--- src/ilim_queue.sv ---
`timescale 1ns / 1ps

module ilim_queue #(
  parameter int unsigned Width = 8,
  parameter int unsigned Depth = 2
) (
  input  logic             clk_i,
  input  logic             rst_ni,
  input  logic             push_i,
  input  logic [Width-1:0] data_i,
  output logic             not_full_o,
  input  logic             pop_i,
  output logic             not_empty_o,
  output logic [Width-1:0] data_o
);

  localparam int unsigned PtrBits = (Depth > 1) ? $clog2(Depth) : 1;
  localparam int unsigned CntBits = $clog2(Depth + 1);

  logic [Width-1:0]   mem_q [Depth];
  logic [PtrBits-1:0] wr_ptr_q, wr_ptr_d, rd_ptr_q, rd_ptr_d;
  logic [CntBits-1:0] count_q, count_d;

  assign not_full_o  = (count_q != CntBits'(Depth));
  assign not_empty_o = (count_q != '0);
  assign data_o      = mem_q[rd_ptr_q];

  always_comb begin
    wr_ptr_d = wr_ptr_q;
    rd_ptr_d = rd_ptr_q;
    count_d  = count_q;
    if (push_i) begin
      wr_ptr_d = (wr_ptr_q == PtrBits'(Depth - 1)) ? '0 : wr_ptr_q + PtrBits'(1);
    end
    if (pop_i) begin
      rd_ptr_d = (rd_ptr_q == PtrBits'(Depth - 1)) ? '0 : rd_ptr_q + PtrBits'(1);
    end
    if (push_i && !pop_i) begin
      count_d = count_q + CntBits'(1);
    end else if (pop_i && !push_i) begin
      count_d = count_q - CntBits'(1);
    end
  end

  always_ff @(posedge clk_i or negedge rst_ni) begin
    if (!rst_ni) begin
      wr_ptr_q <= '0;
      rd_ptr_q <= '0;
      count_q  <= '0;
    end else begin
      wr_ptr_q <= wr_ptr_d;
      rd_ptr_q <= rd_ptr_d;
      count_q  <= count_d;
    end
  end

  always_ff @(posedge clk_i) begin
    if (push_i) begin
      mem_q[wr_ptr_q] <= data_i;
    end
  end

endmodule

--- config.mk ---
export PLATFORM = sky130hd
export DESIGN_NAME = ilim_queue
export DESIGN_NICKNAME = d
export VERILOG_FILES = /design/src/ilim_queue.sv
export SDC_FILE = /design/constraint.sdc
export NUM_CORES = 1
export LEC_CHECK = 0
export ABC_AREA = 1
export BUFFER_PORTS_ARGS = -buffer_cell sky130_fd_sc_hd__buf_2
export CAP_MARGIN = 25
export CORE_UTILIZATION = 35
export DETAILED_ROUTE_END_ITERATION = 10
export HOLD_SLACK_MARGIN = 0.1
export PLACE_DENSITY = 0.64
export SYNTH_ARGS = -nofsm -noshare
export SYNTH_HDL_FRONTEND = slang
export SYNTH_SLANG_ARGS = --single-unit
--- constraint.sdc ---
create_clock -name clk_i -period 1.4 [get_ports clk_i]
set_input_delay 0.35 -clock clk_i [delete_from_list [all_inputs] [get_ports clk_i]]
set_output_delay 0.35 -clock clk_i [all_outputs]
set_load 0.02 [all_outputs]
==> results.tsv, run 1 <==
metric	value	unit
maxSlewViolCount	0	
clockPowerShare	14.2	%
crit_slowest_cell	dfrtp_2	
synth_seq_cells	20	
seqPwrFrac	39.7	%
hpwl	821	µm
path_cells	buf_6 > mux2_4 > buf_6	
yosysUniqueCellTypes	12	
cp_max_fo	5	
p_sw	0.000693	W
grt-busiest-layer	met2	
cts.sinks	20	
coreArea	2210	µm²
syn-instance-count	50	
synthesis.area	818	µm²
max_stage_delay	0.44	ns
grt_pass1_vias	474	
p_int	0.00153	W
rows	17	
skew	0.00573	ns
synth_compound_area_share	0	%
finalSetupViolations	8	
overflow	0	
path_clk_slew	0.11	ns
setup_ws	-0.248	ns
cap_violations	0	
antenna_found_initial	0	
timing.fmax	607	MHz
pre_cts_ws	-0.117	ns
firstDrtPassIters	3	
yosysWarnings	0	
async_flop_share	20.0	%
num_antenna_cells	0	
vias	478	
setup_tns	-1.92	ns
portBuffers	21	
met1_usage	12.7	%
detail-route-antenna-nets	0	
synth_most_common_cell	edfxtp_1	
grt.total_usage	11.0	%
yosysSeqAreaShare	70.9	%
critical_path.startpoint_type	flip-flop	
finalCritPeriodShare	118	%
clk_latency	0.29	ns
drcViolationCount	0	
yosysTopAreaCell	edfxtp_1	
place.gp.congestion	0.683	
yosys.area_share.simple	5.05	%
yosys.area_share.adder	1.53	%
initial_utilization	37.0	%
grt_util_met2	18.4	%
synth_top_cell_area_share	58.7	%
p_leak	0.496	nW
final_area	1100	µm²
ios	22	
first_iter_violations	3	
synth_area_leaders	edfxtp_1, mux2_4, dfrtp_1	
outcome	finished, violations left	
tightest_slew	0.305	ns
synth_flop_cell	edfxtp_1	
grt_pass1_wl	2010	µm
muxShareOfSynthArea	14.7	%
synth_top_family_by_area	multiplexers	
area.growth.synth_to_final	34.9	%
die_area	2540	µm²
fin_nets	95	
irDropWorstVdd	915	µV
synth_area_per_cell	16.4	µm²
relSlewSlack	79.7	%
clockBufferDepth	2	
die_w	50.4	µm
path_class	flip-flop to output port	
worstPathRequired	1.05	ns
post-route-min-period	1.65	ns
cts-root-buf	clkbuf_4	
via_per_inst	4.39	
power_density	2010	nW/µm²
synth_edf_count	16	
swShare	31.2	%
placed_area	955	µm²
synth_fp_nets	63	
synth.top_cells.by_count	edfxtp_1, mux2_4, inv_1, nand2_1, dfrtp_1	
crit_arrival	1.30	ns
cp_common_cell	buf_6	
hold_path_class	input port to flip-flop	
finalHoldViolCount	0	
grt_use_met3	3.33	%
die_h	50.4	µm
wirelength	1180	µm
p_comb_share	46.1	%
synthXorXnorAreaFrac	3.21	%
cts_max_level	1	
drive_gt1_share	51.9	%
avgRoutedWirePerCell	10.8	µm
grt_max_degree	12	
rsz0062_at_grt	true	
violations	setup timing	
worst_setup_path_end_kind	output port	
numCtsBuffers	3	
cts_tree	done	
==> final timing paths <==
kind                                     endpoint  slack (ns)  cells past startpoint                  from
setup / recovery                        data_o[3]       -0.25                      3  rd_ptr_q$_DFFE_PN0P_
setup reg to reg             rd_ptr_q$_DFFE_PN0P_        0.33                      4  rd_ptr_q$_DFFE_PN0P_
max in group asynchronous    rd_ptr_q$_DFFE_PN0P_        0.89                      2                rst_ni
hold / removal               rd_ptr_q$_DFFE_PN0P_        0.24                      2                 pop_i
hold reg to reg              wr_ptr_q$_DFFE_PN0P_        0.51                      1  wr_ptr_q$_DFFE_PN0P_
min in group asynchronous  count_q[0]$_DFFE_PN0P_        0.38                      2                rst_ni
==> cells in the final DEF (no fill, tap or decap), types with 2 or more instances in the layout <==
cell type   n
xor2_1      2
inv_2       2
nand2_1     7
edfxtp_1   16
buf_6      11
buf_4       4
mux2_4      8
clkbuf_4    3
inv_1       5
buf_2      12
dfrtp_1     3
==> registers in the layout, summed over array words and instances, names as in the netlist <==
signal,flops
count_q,2
mem_q,16
wr_ptr_q,1
rd_ptr_q,1
==> per-layer routing <==
metal | share of wire, % | up-vias
met1 | 40 | 226
met4 | 0 | 0
met2 | 54 | 15
met3 | 6.1 | 0
li1 | - | 237
met5 | 0 | -
==> critical path: cells and delay by family, from the launching register on <==
| kind | cells | cell delay [ns] |
|---|---|---|
| flops | 1 | 0.44 |
| mux | 1 | 0.30 |
| buf+inv | 2 | 0.28 |
==> what timing repair did <==
action | 4_1_cts | 5_1_grt
cloned | 0 | 0
buffers inserted | 3 | 2
resized for setup | 20 | 4
setup endpoints to repair | 8 | 10
hold endpoints to repair | 4 | 0
hold buffers | 1 | 0
==> stage by stage <==
| step | hold WS, ns | utilization (%) | total power, W | instances |
|---|---|---|---|---|
| after global routing | 0.214 | 49.9 | 0.00236 | 109 |
| after CTS | 0.238 | 48.9 | 0.00217 | 107 |
| final | 0.242 | 49.9 | 0.00222 | 109 |
| after detailed placement | 0.165 | 43.2 | 0.00163 | 99 |
| after floorplan | 0.0544 | - | 0.00145 | 50 |
| after global placement | 0.161 | 43.2 | 0.00160 | 99 |
==> cells by family after synthesis <==
| group | after synthesis |
|---|---|
| flops | 20 |
| simple gates | 10 |
| buf+inv | 8 |
| mux | 8 |
| xor+xnor | 3 |
| fa+ha+maj | 1 |
==> power groups by stage <==
stage	registers (W)	logic [W]	clock network [W]
after global routing	0.000901	0.00109	0.000365
final	0.000883	0.00102	0.000315
after detailed placement	0.000952	0.000674	0
after global placement	0.000940	0.000663	0
after floorplan	0.000870	0.000580	0
after CTS	0.000880	0.000963	0.000324
==> cell type report <==
cell class | instances | area [µm²]
Tap cell | 28 | 35.0
Clock buffer | 4 | 36.3
Timing Repair Buffer | 28 | 224
Multi-Input combinational cell | 22 | 200
Inverter | 7 | 26.3
Fill cell | 204 | 1110
Sequential cell | 20 | 582
No activity file was read; power rests on OpenSTA's default activity.
==> run 2: changes to the inputs <==
--- a/config.mk
+++ b/config.mk
@@ -12,6 +12,7 @@
 export DETAILED_ROUTE_END_ITERATION = 10
 export HOLD_SLACK_MARGIN = 0.1
 export PLACE_DENSITY = 0.64
+export SLEW_MARGIN = 15
 export SYNTH_ARGS = -nofsm -noshare
 export SYNTH_HDL_FRONTEND = slang
 export SYNTH_SLANG_ARGS = --single-unit
==> constraint.sdc (replaced) <==
create_clock -name clk_i -period 1.4 [get_ports clk_i]
set_input_delay 0.42 -clock clk_i [delete_from_list [all_inputs] [get_ports clk_i]]
set_output_delay 0.42 -clock clk_i [all_outputs]
set_load 0.02 [all_outputs]
==> results.tsv, run 2 (synthesis gave the netlist of run 1 again) <==
metric	value	unit
outcome	finished, violations left	
violations	setup timing	
layout_common_cells	edfxtp_1, buf_6, buf_2	
wirelength	1290	µm
cts_max_level	1	
antenna_found_initial	0	
finalHoldViolCount	0	
via_per_inst	4.31	
p_comb_share	50.2	%
timing.fmax	588	MHz
die_h	50.4	µm
critical_path.startpoint_type	flip-flop	
vias	496	
cp_max_fo	5	
die_area	2540	µm²
grt_use_met3	3.33	%
drive_gt1_share	57.5	%
initial_utilization	37.0	%
finalCritPeriodShare	122	%
ios	22	
grt_pass1_wl	2150	µm
met1_usage	11.3	%
p_leak	0.529	nW
num_antenna_cells	0	
seqPwrFrac	36.7	%
cts.sinks	20	
firstDrtPassIters	4	
p_total	0.00240	W
grt_util_met2	22.7	%
drcViolationCount	0	
grt-busiest-layer	met2	
cts-root-buf	clkbuf_4	
p_int	0.00166	W
detail-route-antenna-nets	0	
overflow	0	
pre_cts_ws	-0.172	ns
avgRoutedWirePerCell	11.2	µm
coreArea	2210	µm²
grt.total_usage	12.0	%
largest_reg_flops	16	
clockBufferDepth	2	
hold_path_class	input port to flip-flop	
cts_tree	done	
n_fill_cell	203	
finalSetupViolations	9	
place.gp.congestion	0.651	
rows	17	
crit_arrival	1.28	ns
clk_latency	0.29	ns
relSlewSlack	78.5	%
area.growth.synth_to_final	42.2	%
layout_commonest_cell	edfxtp_1	
numCtsBuffers	3	
grt_pass1_vias	516	
worstPathRequired	0.98	ns
setup_ws	-0.302	ns
clockPowerShare	13.1	%
portBuffers	21	
path_clk_slew	0.10	ns
worst_setup_path_end_kind	output port	
fin_nets	101	
tightest_slew	0.322	ns
p_sw	0.000740	W
post-route-min-period	1.70	ns
irDropWorstVdd	921	µV
path_class	flip-flop to output port	
rsz0062_at_grt	true	
reg_top3	mem_q: 16 flops, count_q: 2 flops	
setup_tns	-2.36	ns
swShare	30.8	%
first_iter_violations	5	
hpwl	807	µm
top_register	mem_q	
die_w	50.4	µm
grt_max_degree	12	
power_density	2060	nW/µm²
skew	0.00408	ns
cap_violations	0	
maxSlewViolCount	0	
## run 2: changes by cell type in the layout (fill, tap and decap cells not counted), sizes merged
| cell | before | now |
|---|---|---|
| buf | 27 | 33 |
## run 2: layer usage
layer  up-vias  share of wire, %
li1        247                 -
met1       234                37
met2        15                58
met3         0               5.0
met4         0                 0
met5         -                 0
## run 2: final timing paths
| check | startpoint | to | slack, ns | depth (start not counted) |
|---|---|---|---|---|
| worst max-delay path | rd_ptr_q$_DFFE_PN0P_ | data_o[3] | -0.30 | 3 |
| worst min-delay path | data_i[1] | mem_q[0][1]$_DFFE_PP_ | 0.31 | 1 |
| worst max register to register | count_q[1]$_DFFE_PN0P_ | count_q[1]$_DFFE_PN0P_ | 0.13 | 8 |
| worst min register to register | wr_ptr_q$_DFFE_PN0P_ | wr_ptr_q$_DFFE_PN0P_ | 0.51 | 1 |
| max in group asynchronous | rst_ni | rd_ptr_q$_DFFE_PN0P_ | 0.79 | 2 |
| min in group asynchronous | rst_ni | count_q[1]$_DFFE_PN0P_ | 0.47 | 2 |
## run 2: final cells by class
| type | instances | area (µm²) | area share (%) |
|---|---|---|---|
| flip-flops and latches | 20 | 582 | 50.0 |
| repair buffers | 34 | 279 | 24.0 |
| multi-input cells | 22 | 205 | 17.6 |
| clock buffers | 4 | 36.3 | 3.12 |
| well taps | 28 | 35.0 | 3.01 |
| inverters | 7 | 26.3 | 2.26 |
## run 2: worst max-delay path: stages, from the launching register on
cell	delay, ns
dfrtp_2	0.42
buf_6	0.14
mux2_4	0.30
buf_6	0.13
## run 2: power by group through the flow
stage               Combinational [W]  Clock [W]  Sequential [W]
global placement             0.000686          0        0.000937
floorplan                    0.000580          0        0.000870
CTS                           0.00113   0.000333        0.000876
finish                        0.00120   0.000316        0.000882
detailed placement           0.000698          0        0.000948
global route                  0.00129   0.000352        0.000900
## run 2: timing repair
item	in CTS	in global routing
gates cloned	0	0
setup endpoints to repair	10	11
gates resized for setup	23	6
buffers inserted	9	2
endpoints found under the hold margin	4	0
hold buffers	1	0
pin swaps	1	2
## run 2: through the flow
stage               hold slack (ns)  cells  utilization [%]  instance area [µm²]
global placement              0.233    100             43.5                  962
global route                  0.288    115             52.6                 1160
floorplan                     0.124     50                -                  818
detailed placement            0.234    100             43.5                  962
CTS                           0.297    114             51.6                 1140
finish                        0.310    115             52.6                 1160
==> run 3: changes to the inputs <==
--- a/config.mk
+++ b/config.mk
@@ -10,8 +10,10 @@
 export CAP_MARGIN = 25
 export CORE_UTILIZATION = 35
 export DETAILED_ROUTE_END_ITERATION = 10
+export GPL_TIMING_DRIVEN = 0
 export HOLD_SLACK_MARGIN = 0.1
 export PLACE_DENSITY = 0.64
+export SKIP_LAST_GASP = 1
 export SLEW_MARGIN = 15
 export SYNTH_ARGS = -nofsm -noshare
 export SYNTH_HDL_FRONTEND = slang
==> results.tsv, run 3 (synthesis gave the netlist of run 1 again) <==
metric	value	unit
num_antenna_cells	0	
firstDrtPassIters	4	
fin_nets	93	
hpwl	797	µm
finalHoldViolCount	0	
cts_tree	done	
cp_max_fo	5	
multi_input_area	205	µm²
die_area	2540	µm²
pre_cts_ws	-0.0970	ns
path_clk_slew	0.10	ns
wirelength	1180	µm
critical_path.startpoint_type	flip-flop	
top_register	mem_q	
whs	0.312	ns
die_w	50.4	µm
grt.total_usage	9.69	%
cap_violations	0	
worst_setup_path_end_kind	output port	
power_density	1990	nW/µm²
detail-route-antenna-nets	0	
final_area	1080	µm²
p_leak	0.483	nW
violations	setup timing	
portBuffers	21	
clockBufferDepth	2	
ios	22	
post-route-min-period	1.70	ns
first_iter_violations	10	
n_fill_cell	198	
worstPathRequired	0.98	ns
grt_pass1_vias	441	
grt_max_degree	11	
largest_reg_flops	16	
finalSetupViolations	8	
layout_common_cells	edfxtp_1, buf_6, buf_2	
coreArea	2210	µm²
drive_gt1_share	51.3	%
fin_util	49.0	%
numCtsBuffers	3	
vias	480	
avgRoutedWirePerCell	11.1	µm
hold_path_class	input port to flip-flop	
via_per_inst	4.53	
finalCritPeriodShare	121	%
rsz0062_at_grt	true	
seq_area	581	µm²
cts.sinks	20	
p_total	0.00216	W
placed_area	958	µm²
outcome	finished, violations left	
overflow	0	
place.gp.congestion	0.638	
clk_latency	0.29	ns
timing.fmax	589	MHz
crit_arrival	1.28	ns
antenna_found_initial	0	
tightest_slew	0.664	ns
cts_max_level	1	
irDropWorstVdd	1030	µV
layout_commonest_cell	edfxtp_1	
skew	0.00562	ns
cts-root-buf	clkbuf_4	
drcViolationCount	0	
area.growth.synth_to_final	32.6	%
reg_top3	mem_q: 16 flops, count_q: 2 flops	
grt_pass1_wl	1790	µm
maxSlewViolCount	0	
rows	17	
setup_ws	-0.298	ns
path_class	flip-flop to output port	
relSlewSlack	55.6	%
initial_utilization	37.0	%
die_h	50.4	µm
## run 3: cell types whose count changed in the layout (fill, tap and decap cells not counted)
cell	delta
buf_6	-1
clkbuf_8	-1
dfrtp_1	+1
dfrtp_2	-1
buf_4	-7
## run 3: power breakdown
part           total, W  internal (W)  switching (W)
Combinational   0.00103      0.000558       0.000471
Clock          0.000253     0.0000999       0.000153
Sequential     0.000878      0.000808      0.0000704
## run 3: worst paths after layout
| check | from | to | slack, ns | depth (start not counted) |
|---|---|---|---|---|
| min reg2reg | wr_ptr_q$_DFFE_PN0P_ | wr_ptr_q$_DFFE_PN0P_ | 0.51 | 1 |
| min | data_i[3] | mem_q[0][3]$_DFFE_PP_ | 0.31 | 1 |
| max in group asynchronous | rst_ni | wr_ptr_q$_DFFE_PN0P_ | 0.82 | 2 |
| max | rd_ptr_q$_DFFE_PN0P_ | data_o[6] | -0.30 | 3 |
| min in group asynchronous | rst_ni | rd_ptr_q$_DFFE_PN0P_ | 0.45 | 2 |
| max reg2reg | wr_ptr_q$_DFFE_PN0P_ | mem_q[0][4]$_DFFE_PP_ | 0.09 | 1 |
## run 3: stage by stage
| step | setup TNS (ns) | cells |
|---|---|---|
| after global placement | -0.745 | 99 |
| after floorplan | 0 | 50 |
| after detailed placement | -0.774 | 99 |
| final | -2.34 | 106 |
| after CTS | -2.42 | 105 |
| after global routing | -2.77 | 106 |
## run 3: layout make-up
type / instances / area share (%)
Buffer: 1 / 1.04
Clock buffer: 3 / 2.08
Inverter: 7 / 2.42
Multi-Input combinational cell: 22 / 18.9
Sequential cell: 20 / 53.5
Tap cell: 28 / 3.23
Timing Repair Buffer: 25 / 18.8
## run 3: metal layers
layer  up-vias  track usage [%]  routed length (µm)  share of wire, %
li1        229                -                   -                 -
met1       227             11.4                 493                42
met2        22             15.6                 601                51
met3         2             3.03                  70               6.0
met4         0             5.56                  11              0.94
met5         -                0                   0                 0
## run 3: critical path: stages (launching register included)
cell     delay (ns)
dfrtp_1        0.41
buf_6          0.15
mux2_4         0.30
buf_6          0.13
## run 3: what timing repair did
item,in CTS,in global routing
setup endpoints to repair,10,10
gates cloned,0,1
gates resized for setup,0,27
endpoints found under the hold margin,4,0
pin swaps,0,1
buffers inserted,2,0
hold buffers,1,0
